[config.mk]
export PLATFORM = sky130hd
export DESIGN_NAME = longest_distinct_run_last_seen
export DESIGN_NICKNAME = d
export VERILOG_FILES = /design/src/design/ldr_pkg.sv /design/src/design/ldr_ram.sv /design/src/design/ldr_rsp_fifo.sv /design/src/design/longest_distinct_run_last_seen.sv
export SDC_FILE = /design/constraint.sdc
export NUM_CORES = 2
export LEC_CHECK = 0
export ABC_AREA = 0
export ABC_CLOCK_PERIOD_IN_PS = 8600
export BUFFER_PORTS_ARGS = -buffer_cell sky130_fd_sc_hd__buf_2
export CORE_MARGIN = 2
export CORE_UTILIZATION = 57
export DETAILED_ROUTE_END_ITERATION = 10
export PLACE_DENSITY = 0.79
export SETUP_SLACK_MARGIN = 0.1
export SYNTH_ARGS = -nofsm -noshare
export SYNTH_HDL_FRONTEND = slang
export SYNTH_MEMORY_MAX_BITS = 65536
export SYNTH_SLANG_ARGS = --single-unit
[constraint.sdc]
create_clock -name clock -period 8.6 [get_ports clock]
set_input_delay 0.86 -clock clock [delete_from_list [all_inputs] [get_ports clock]]
set_output_delay 0.86 -clock clock [all_outputs]
set_load 0.01 [all_outputs]
[src/design/ldr_pkg.sv]
// ============================================================================
// ldr_pkg
// Shared types and constants for the longest distinct run block.
// ============================================================================
package ldr_pkg;

   // Fixed field widths of the request and response beats.
   localparam int unsigned SYMBOL_W     = 8;
   localparam int unsigned SYMBOL_COUNT = 256;
   localparam int unsigned LEN_W        = 17;
   localparam logic [LEN_W-1:0] LEN_MAX = '1;

   // One request beat: a byte and its end-of-string mark.
   typedef struct packed {
      logic [SYMBOL_W-1:0] symbol;
      logic                end_of_string;
   } ldr_req_type;

   // One response beat: the longest run and the overflow flag.
   typedef struct packed {
      logic [LEN_W-1:0] longest_length;
      logic             too_long;
   } ldr_rsp_type;

endpackage

[src/design/ldr_ram.sv]
// ============================================================================
// ldr_ram
// Generic single-write, single-read RAM with a registered read port.
// A read of the address being written returns the old contents.
// ============================================================================
module ldr_ram #(
   parameter int unsigned WIDTH = 16,
   parameter int unsigned DEPTH = 256
) (
   input  logic                     clock,
   input  logic                     wr_en,
   input  logic [$clog2(DEPTH)-1:0] wr_addr,
   input  logic [WIDTH-1:0]         wr_data,
   input  logic                     rd_en,
   input  logic [$clog2(DEPTH)-1:0] rd_addr,
   output logic [WIDTH-1:0]         rd_data
);

   logic [WIDTH-1:0] mem_ff [DEPTH];
   logic [WIDTH-1:0] rd_data_ff;

   // Write port.
   always_ff @(posedge clock) begin
      if (wr_en) begin
         mem_ff[wr_addr] <= wr_data;
      end
   end

   // Registered read port.
   always_ff @(posedge clock) begin
      if (rd_en) begin
         rd_data_ff <= mem_ff[rd_addr];
      end
   end

   assign rd_data = rd_data_ff;

endmodule

[src/design/ldr_rsp_fifo.sv]
// ============================================================================
// ldr_rsp_fifo
// Two-entry response queue that separates the update stage from the consumer.
// ============================================================================
module ldr_rsp_fifo (
   input  logic                clock,
   input  logic                reset,
   input  logic                push,
   input  ldr_pkg::ldr_rsp_type push_data,
   output logic                rsp_valid,
   input  logic                rsp_ready,
   output ldr_pkg::ldr_rsp_type rsp_data,
   output logic [1:0]          level
);
   import ldr_pkg::*;

   ldr_rsp_type entry_ff [2];
   logic        head_ff;
   logic        head_in;
   logic [1:0]  cnt_ff;
   logic [1:0]  cnt_in;
   logic        pop;
   logic        tail;

   assign rsp_valid = (cnt_ff != 2'd0);
   assign rsp_data  = entry_ff[head_ff];
   assign level     = cnt_ff;
   assign pop       = rsp_valid && rsp_ready;
   assign tail      = head_ff ^ cnt_ff[0];

   // Occupancy and read pointer.
   always_comb begin
      head_in = pop ? ~head_ff : head_ff;
      cnt_in  = cnt_ff + 2'(push) - 2'(pop);
   end

   always_ff @(posedge clock) begin
      if (reset) begin
         head_ff <= 1'b0;
         cnt_ff  <= 2'd0;
      end else begin
         head_ff <= head_in;
         cnt_ff  <= cnt_in;
      end
   end

   // Payload storage; the caller only pushes when there is room.
   always_ff @(posedge clock) begin
      if (push) begin
         entry_ff[tail] <= push_data;
      end
   end

endmodule

[src/design/longest_distinct_run_last_seen.sv]
// ============================================================================
// longest_distinct_run_last_seen
// Longest run of distinct bytes in a framed string, last-seen-position method.
// ============================================================================
// The block takes one byte per cycle and gives one response beat for every
// end-marked byte: the length of the longest run without a repeated byte and
// a flag that is set when the string ran past MAX_STRING_LENGTH bytes (the
// excess bytes are dropped). The last position of each byte value sits in a
// RAM that is read when a byte is accepted and written in the next cycle in the
// update stage; a repeat in the next cycle is forwarded around the RAM, so
// there is no stall for it. Per-value valid bits and the window registers are
// cleared in the same cycle that the end byte is processed, so a new string
// may start directly behind it and no clearing pass is needed after reset. A
// response is offered once its end byte has passed the update stage and been
// written into a two-entry response queue, which lets input continue while
// results wait; input stalls only when that queue and the update stage
// together hold two results and no response beat leaves in that cycle.
// ============================================================================
module longest_distinct_run_last_seen #(
   parameter longint unsigned MAX_STRING_LENGTH = 65536,
   parameter int unsigned     ALPHABET_SIZE     = 256
) (
   input  logic                 clock,
   input  logic                 reset,
   input  logic                 req_valid,
   output logic                 req_ready,
   input  ldr_pkg::ldr_req_type req_data,
   output logic                 rsp_valid,
   input  logic                 rsp_ready,
   output ldr_pkg::ldr_rsp_type rsp_data
);
   import ldr_pkg::*;

   localparam int unsigned SYM_DEPTH = (ALPHABET_SIZE < SYMBOL_COUNT) ?
                                       ALPHABET_SIZE : SYMBOL_COUNT;
   localparam int unsigned IDX_W = $clog2(SYM_DEPTH);
   localparam int unsigned POS_W = $clog2(MAX_STRING_LENGTH);
   localparam int unsigned CNT_W = $clog2(MAX_STRING_LENGTH + 1);
   localparam logic [CNT_W-1:0] POS_LIMIT = CNT_W'(MAX_STRING_LENGTH);

   // Folding of a byte onto the alphabet, a constant table.
   logic [IDX_W-1:0] fold_lut [SYMBOL_COUNT];
   for (genvar g = 0; g < SYMBOL_COUNT; g++) begin : g_fold
      assign fold_lut[g] = IDX_W'(g % ALPHABET_SIZE);
   end

   logic                 accept;
   logic [IDX_W-1:0]     req_idx;

   // Update stage registers.
   logic                 s1_valid_ff;
   logic [IDX_W-1:0]     s1_idx_ff;
   logic                 s1_end_ff;
   logic                 fwd_hit_ff;
   logic                 fwd_hit_in;
   logic [POS_W-1:0]     fwd_pos_ff;

   // Per-string state.
   logic [SYM_DEPTH-1:0] valid_ff;
   logic [SYM_DEPTH-1:0] valid_in;
   logic [POS_W-1:0]     win_ff;
   logic [POS_W-1:0]     win_in;
   logic [CNT_W-1:0]     cur_pos_ff;
   logic [CNT_W-1:0]     cur_pos_in;
   logic [CNT_W-1:0]     best_ff;
   logic [CNT_W-1:0]     best_in;
   logic                 ovf_ff;
   logic                 ovf_in;

   logic [POS_W-1:0]     ram_rd_data;
   logic [POS_W-1:0]     last_pos;
   logic                 pos_full;
   logic                 take;
   logic                 seen;
   logic [POS_W-1:0]     win_new;
   logic [CNT_W-1:0]     run;
   logic [CNT_W-1:0]     best_new;
   logic                 push;
   ldr_rsp_type          push_data;
   logic [1:0]           fifo_level;

   // Input handshake: room is needed for any result still in flight; a
   // response beat leaving in this cycle frees one place.
   assign req_ready = ((fifo_level + 2'(s1_valid_ff && s1_end_ff)) <
                       (2'd2 + 2'(rsp_valid && rsp_ready)));
   assign accept    = req_valid && req_ready;
   assign req_idx   = fold_lut[req_data.symbol];

   // Last-position store.
   ldr_ram #(
      .WIDTH (POS_W),
      .DEPTH (SYM_DEPTH)
   ) u_last_pos (
      .clock   (clock),
      .wr_en   (take),
      .wr_addr (s1_idx_ff),
      .wr_data (cur_pos_ff[POS_W-1:0]),
      .rd_en   (accept),
      .rd_addr (req_idx),
      .rd_data (ram_rd_data)
   );

   // A write in the same cycle as the read is forwarded to the next update.
   assign fwd_hit_in = accept && take && (req_idx == s1_idx_ff);

   always_ff @(posedge clock) begin
      if (reset) begin
         s1_valid_ff <= 1'b0;
      end else begin
         s1_valid_ff <= accept;
      end
   end

   always_ff @(posedge clock) begin
      if (accept) begin
         s1_idx_ff  <= req_idx;
         s1_end_ff  <= req_data.end_of_string;
         fwd_hit_ff <= fwd_hit_in;
         fwd_pos_ff <= cur_pos_ff[POS_W-1:0];
      end
   end

   // Update stage: move the window, record the position, track the best run.
   always_comb begin
      last_pos = fwd_hit_ff ? fwd_pos_ff : ram_rd_data;
      pos_full = (cur_pos_ff == POS_LIMIT);
      take     = s1_valid_ff && !pos_full;
      seen     = valid_ff[s1_idx_ff] && (last_pos >= win_ff);
      win_new  = seen ? (last_pos + POS_W'(1)) : win_ff;
      run      = cur_pos_ff - CNT_W'(win_new) + CNT_W'(1);
      best_new = (take && (run > best_ff)) ? run : best_ff;

      valid_in   = valid_ff;
      win_in     = win_ff;
      cur_pos_in = cur_pos_ff;
      best_in    = best_ff;
      ovf_in     = ovf_ff;
      if (s1_valid_ff) begin
         if (pos_full) begin
            ovf_in = 1'b1;
         end else begin
            valid_in[s1_idx_ff] = 1'b1;
            win_in              = win_new;
            cur_pos_in          = cur_pos_ff + CNT_W'(1);
            best_in             = best_new;
         end
         if (s1_end_ff) begin
            valid_in   = '0;
            win_in     = '0;
            cur_pos_in = '0;
            best_in    = '0;
            ovf_in     = 1'b0;
         end
      end
   end

   always_ff @(posedge clock) begin
      if (reset) begin
         valid_ff   <= '0;
         win_ff     <= '0;
         cur_pos_ff <= '0;
         best_ff    <= '0;
         ovf_ff     <= 1'b0;
      end else begin
         valid_ff   <= valid_in;
         win_ff     <= win_in;
         cur_pos_ff <= cur_pos_in;
         best_ff    <= best_in;
         ovf_ff     <= ovf_in;
      end
   end

   // Result of an end byte, saturated to the field width.
   always_comb begin
      push = s1_valid_ff && s1_end_ff;
      if (64'(best_new) > 64'(LEN_MAX)) begin
         push_data.longest_length = LEN_MAX;
         push_data.too_long       = 1'b1;
      end else begin
         push_data.longest_length = LEN_W'(best_new);
         push_data.too_long       = ovf_ff || pos_full;
      end
   end

   ldr_rsp_fifo u_rsp_fifo (
      .clock     (clock),
      .reset     (reset),
      .push      (push),
      .push_data (push_data),
      .rsp_valid (rsp_valid),
      .rsp_ready (rsp_ready),
      .rsp_data  (rsp_data),
      .level     (fifo_level)
   );

   // Results in flight never exceed the queue depth.
   a_room: assert property (@(posedge clock) disable iff (reset)
      (fifo_level + 2'(s1_valid_ff && s1_end_ff)) <= 2'd2)
      else $error("response queue overrun");

   // The window never starts past the next position.
   a_window: assert property (@(posedge clock) disable iff (reset)
      CNT_W'(win_ff) <= cur_pos_ff)
      else $error("window start beyond current position");

   // The best run never exceeds the bytes taken so far.
   a_best: assert property (@(posedge clock) disable iff (reset)
      best_ff <= cur_pos_ff)
      else $error("best length beyond string length");

   // The position count stays within the bound.
   a_bound: assert property (@(posedge clock) disable iff (reset)
      cur_pos_ff <= POS_LIMIT)
      else $error("position beyond bound");

   // An end byte leaves the per-string state cleared.
   a_clear: assert property (@(posedge clock) disable iff (reset)
      (s1_valid_ff && s1_end_ff) |=> (cur_pos_ff == '0 && valid_ff == '0 && !ovf_ff))
      else $error("string state not cleared after end byte");

endmodule
==> key figures <==
Die
  – Die height: roughly 560 um
  – Site Rows: between 200 and 250
  – Effective utilization at floorplan: a little under three fifths
  – Core ar.: about 300000 um2
  – Top Ports: 33
  – Full die area: 308000 um2
  – Die X: ~560 um

Setup path
  – CP Launch Type: flop
  – Critical Path Slowest Stage Cell: or4_1
  – Worst setup EP type: flop
  – CP dominant cell by count: o21ai_0
  – Crit Path Max Fanout: 30
  – Worst path required time: about 9500 ps
  – Buffer and inverter count on the worst path: 7
  – Crit-path max cell delay: ~540 ps
  – Top Family by Delay on Critical Path: compound AO/OA/AOI/OAI gates
  – Kind of critical path: flop to flop
  – Crit path arrival time: slightly below 9000 ps

Cells and area
  – Design Area, Final: slightly below 200000 um2
  – Final core utilization: between 60% and 70%
  – Register area: between 100000 and 150000 um2
  – Final Net Count: 8320
  – Area grow syn2layout: 12.2%
  – Multi-input gate area: 39800 um2
  – Most common cell after layout, fill and taps aside: edfxtp_1
  – Share of layout cells above drive strength 1: roughly 30%
  – Most frequent cells in the layout: 4174 x edfxtp_1, 1404 x mux4_2, 573 x nor2_1
  – Fillcell total: between 15000 and 20000

Detailed routing
  – Vias per cell: around 7.1
  – Via count: 89000
  – Uppermost layer routed: met5
  – Iteration count of the initial detailed-routing pass: 6
  – Metal-1 WL: roughly 160 mm
  – Initial DRC Count: around 14000
  – DRC violations left: 0
  – Avg WL per Cell: approximately 37 um
  – Metal3 WL: approximately 57 mm
  – Drt total wl: between 400 and 500 mm
  – Met2 WL: ~230 mm
  – Post-route ant nets: 0

Yosys
  – Largest family of logic cells by synthesized area: multiplexers
  – Yosys cell types: 63
  – Synth Area in Simple Gates: roughly 1.9%
  – Synthesized area: approximately 170000 um2
  – Avg Cell Area, Syn: ~22 um2
  – Sequential area share after synthesis: ~76%
  – Cells after synthesis: 7820
  – Asr flop ratio synth: 0%
  – Yosys reg bits: 4486
  – Post-Synth Adder-Cell Area: less than 1%
  – Multiplexer area fraction after synthesis: between 10% and 20%
  – Yosys Warn Count: 0
  – Top_reg_cell synth: edfxtp_1
  – Compound-gate portion of the synthesized area: approximately 1.5%
  – Post-synth EDFFs: 4174
  – Syn nets: 7904
  – Post-synthesis xor/xnor area fraction: 0.268%

CTS
  – CTS root buf: clkbuf_16
  – Clk buf depth: 4
  – Worst-path clk slew: 60 ps
  – CTS tree: done
  – Clk_lat worst skew: 1010 ps
  – CTS buffer count: between 400 and 500
  – CTS H-tree lvls: 5
  – # clock sinks: 4486

Pwr
  – Lkg Pwr: slightly below 0.07 uW
  – Pwr Density: about 230 nW/um2
  – Worst VDD drop: just over 200 uV

STA
  – Post-Route Setup TNS: 0 ps
  – Setup Viol. Count Final: 0
  – Max Transition Viols Final: 56
  – Final worst slack: between 700 and 800 ps
  – RSZ-0062 raised after global routing: false
  – Final period utilization: 91.1%
  – Minimum clock period: approximately 7800 ps
  – Fin. Hold Viols: 0
  – Worst Max-Slew Pin Slew: 1570 ps
  – Worst Skew: between 60 and 70 ps
  – Worst hold slack: roughly 93 ps
  – Max-slew headroom: -4.41%
  – Fmax: 0.128 GHz

Outcome
  – Outcome: finished, violations left
  – Violated checks: slew limit

GRT
  – Grt ovf: 0
  – Antenna violations before repair: 38
  – Vias in the first global route: 88600
  – Tot GR Track Use: between 30% and 40%
  – Pin count of the biggest net entering global routing: roughly 220
  – Global-route wire length before repair: between 600 and 700 mm

Placement
  – Post-place setup slack: between 100 and 150 ps
  – Routability Congestion: between 0.8 and 0.9
  – I/O Buffers: 32
  – Placed instance area: between 150000 and 200000 um2
  – Dpl hpwl: between 200 and 250 mm

Worst hold path
  – Type of the worst min-delay path: input pin to flop

Run
  – Max cap viols: 0
## repair_timing
action / 4_1_cts / 5_1_grt
setup endpoints to repair: 5 / 38
setup buffers: 0 / 16
gates resized for setup: 1 / 4
hold buffers: 0 / 0
## sequential cells by signal, indices dropped and copies added, names as in the netlist, named ones only
register / flops
ovf_ff: 1
win_ff: 16
s1_idx_ff: 8
u_rsp_fifo.entry_ff: 36
u_last_pos.rd_data: 16
s1_end_ff: 1
best_ff: 17
u_rsp_fifo.level: 2
s1_valid_ff: 1
u_rsp_fifo.head_ff: 1
valid_ff: 256
fwd_hit_ff: 1
u_last_pos.mem_ff: 4096
cur_pos_ff: 17
fwd_pos_ff: 16
## cells in the mapped netlist (all sizes together), types with 3 or more instances
cell type,number,share of area [%]
a211oi,4,0.017
a21o,7,0.030
a21oi,274,0.79
a221oi,7,0.035
a22o,39,0.20
a22oi,49,0.22
a311oi,4,0.020
and2,5,0.018
and3,10,0.036
buf,133,0.34
clkbuf,316,0.69
dfxtp,312,3.6
edfxtp,4174,72
ha,70,0.51
inv,65,0.14
mux2,30,0.20
mux2i,23,0.13
mux4,1408,18
nand2,82,0.18
nand2b,9,0.033
nand3,22,0.064
nand4,10,0.036
nor2,585,1.3
nor2b,13,0.047
nor3,33,0.095
nor3b,4,0.017
nor4,9,0.033
o211ai,7,0.030
o21a,5,0.022
o21ai,23,0.066
o22ai,3,0.011
or2,5,0.018
or3,3,0.011
xnor2,27,0.14
xor2,26,0.13
## worst reg2reg max path: cells and delay by family (launching register included)
kind | cells | cell delay [ps]
DFF | 1 | 390
AOI/OAI and AO/OA | 14 | 2860
buffers and inverters | 7 | 1340
muxes | 1 | 530
xor gates and xnor gates | 1 | 190
and+or+nand+nor | 6 | 1300
adders and majority gates | 4 | 1140
## logic make-up after synthesis
group                    count (synthesis)
AO/OA/AOI/OAI                          439
XOR/XNOR                                53
adder cells (fa/ha/maj)                 71
buffers and inverters                  514
flip-flops                            4486
multiplexers                          1461
AND/OR/NAND/NOR                        796
## power breakdown
part | internal [uW] | switching (uW) | total, uW
Sequential | 23600 | 75.7 | 23700
Combinational | 658 | 1240 | 1900
Clock | 10600 | 8410 | 19000
## routing by layer
metal	vias up	global-route usage (%)
met5	-	0
met3	1211	7.65
li1	33600	-
met1	46700	40.2
met4	20	12.5
met2	7467	49.0
## final cells by class
cell class / instances / area share (%)
antenna: 30 / 0.0387
clock inverter: 260 / 1.36
tap: 3978 / 2.56
sequential: 4486 / 67.8
inverter: 65 / 0.128
clock buffer: 530 / 5.81
multi-input combinational: 2820 / 20.5
timing repair buffer: 436 / 1.85
## per-stage QoR
step | cells | power (uW)
6_report | 12600 | 44600
5_1_grt | 12600 | 45500
4_1_cts | 12600 | 44700
3_5_place_dp | 11800 | 26000
3_3_place_gp | 11800 | 26000
2_1_floorplan | 7820 | 25400
## path summary, 6_finish.rpt
kind / startpoint / to / slack (ps) / cells after the start
max: s1_idx_ff[0] / best_ff[2] / 770 / 33
min: req_data[0] / s1_end_ff / 90 / 1
max reg2reg: s1_idx_ff[0] / best_ff[2] / 770 / 33
min reg2reg: valid_ff[126] / valid_ff[126] / 460 / 2
Power figures use the tool's default switching activity.
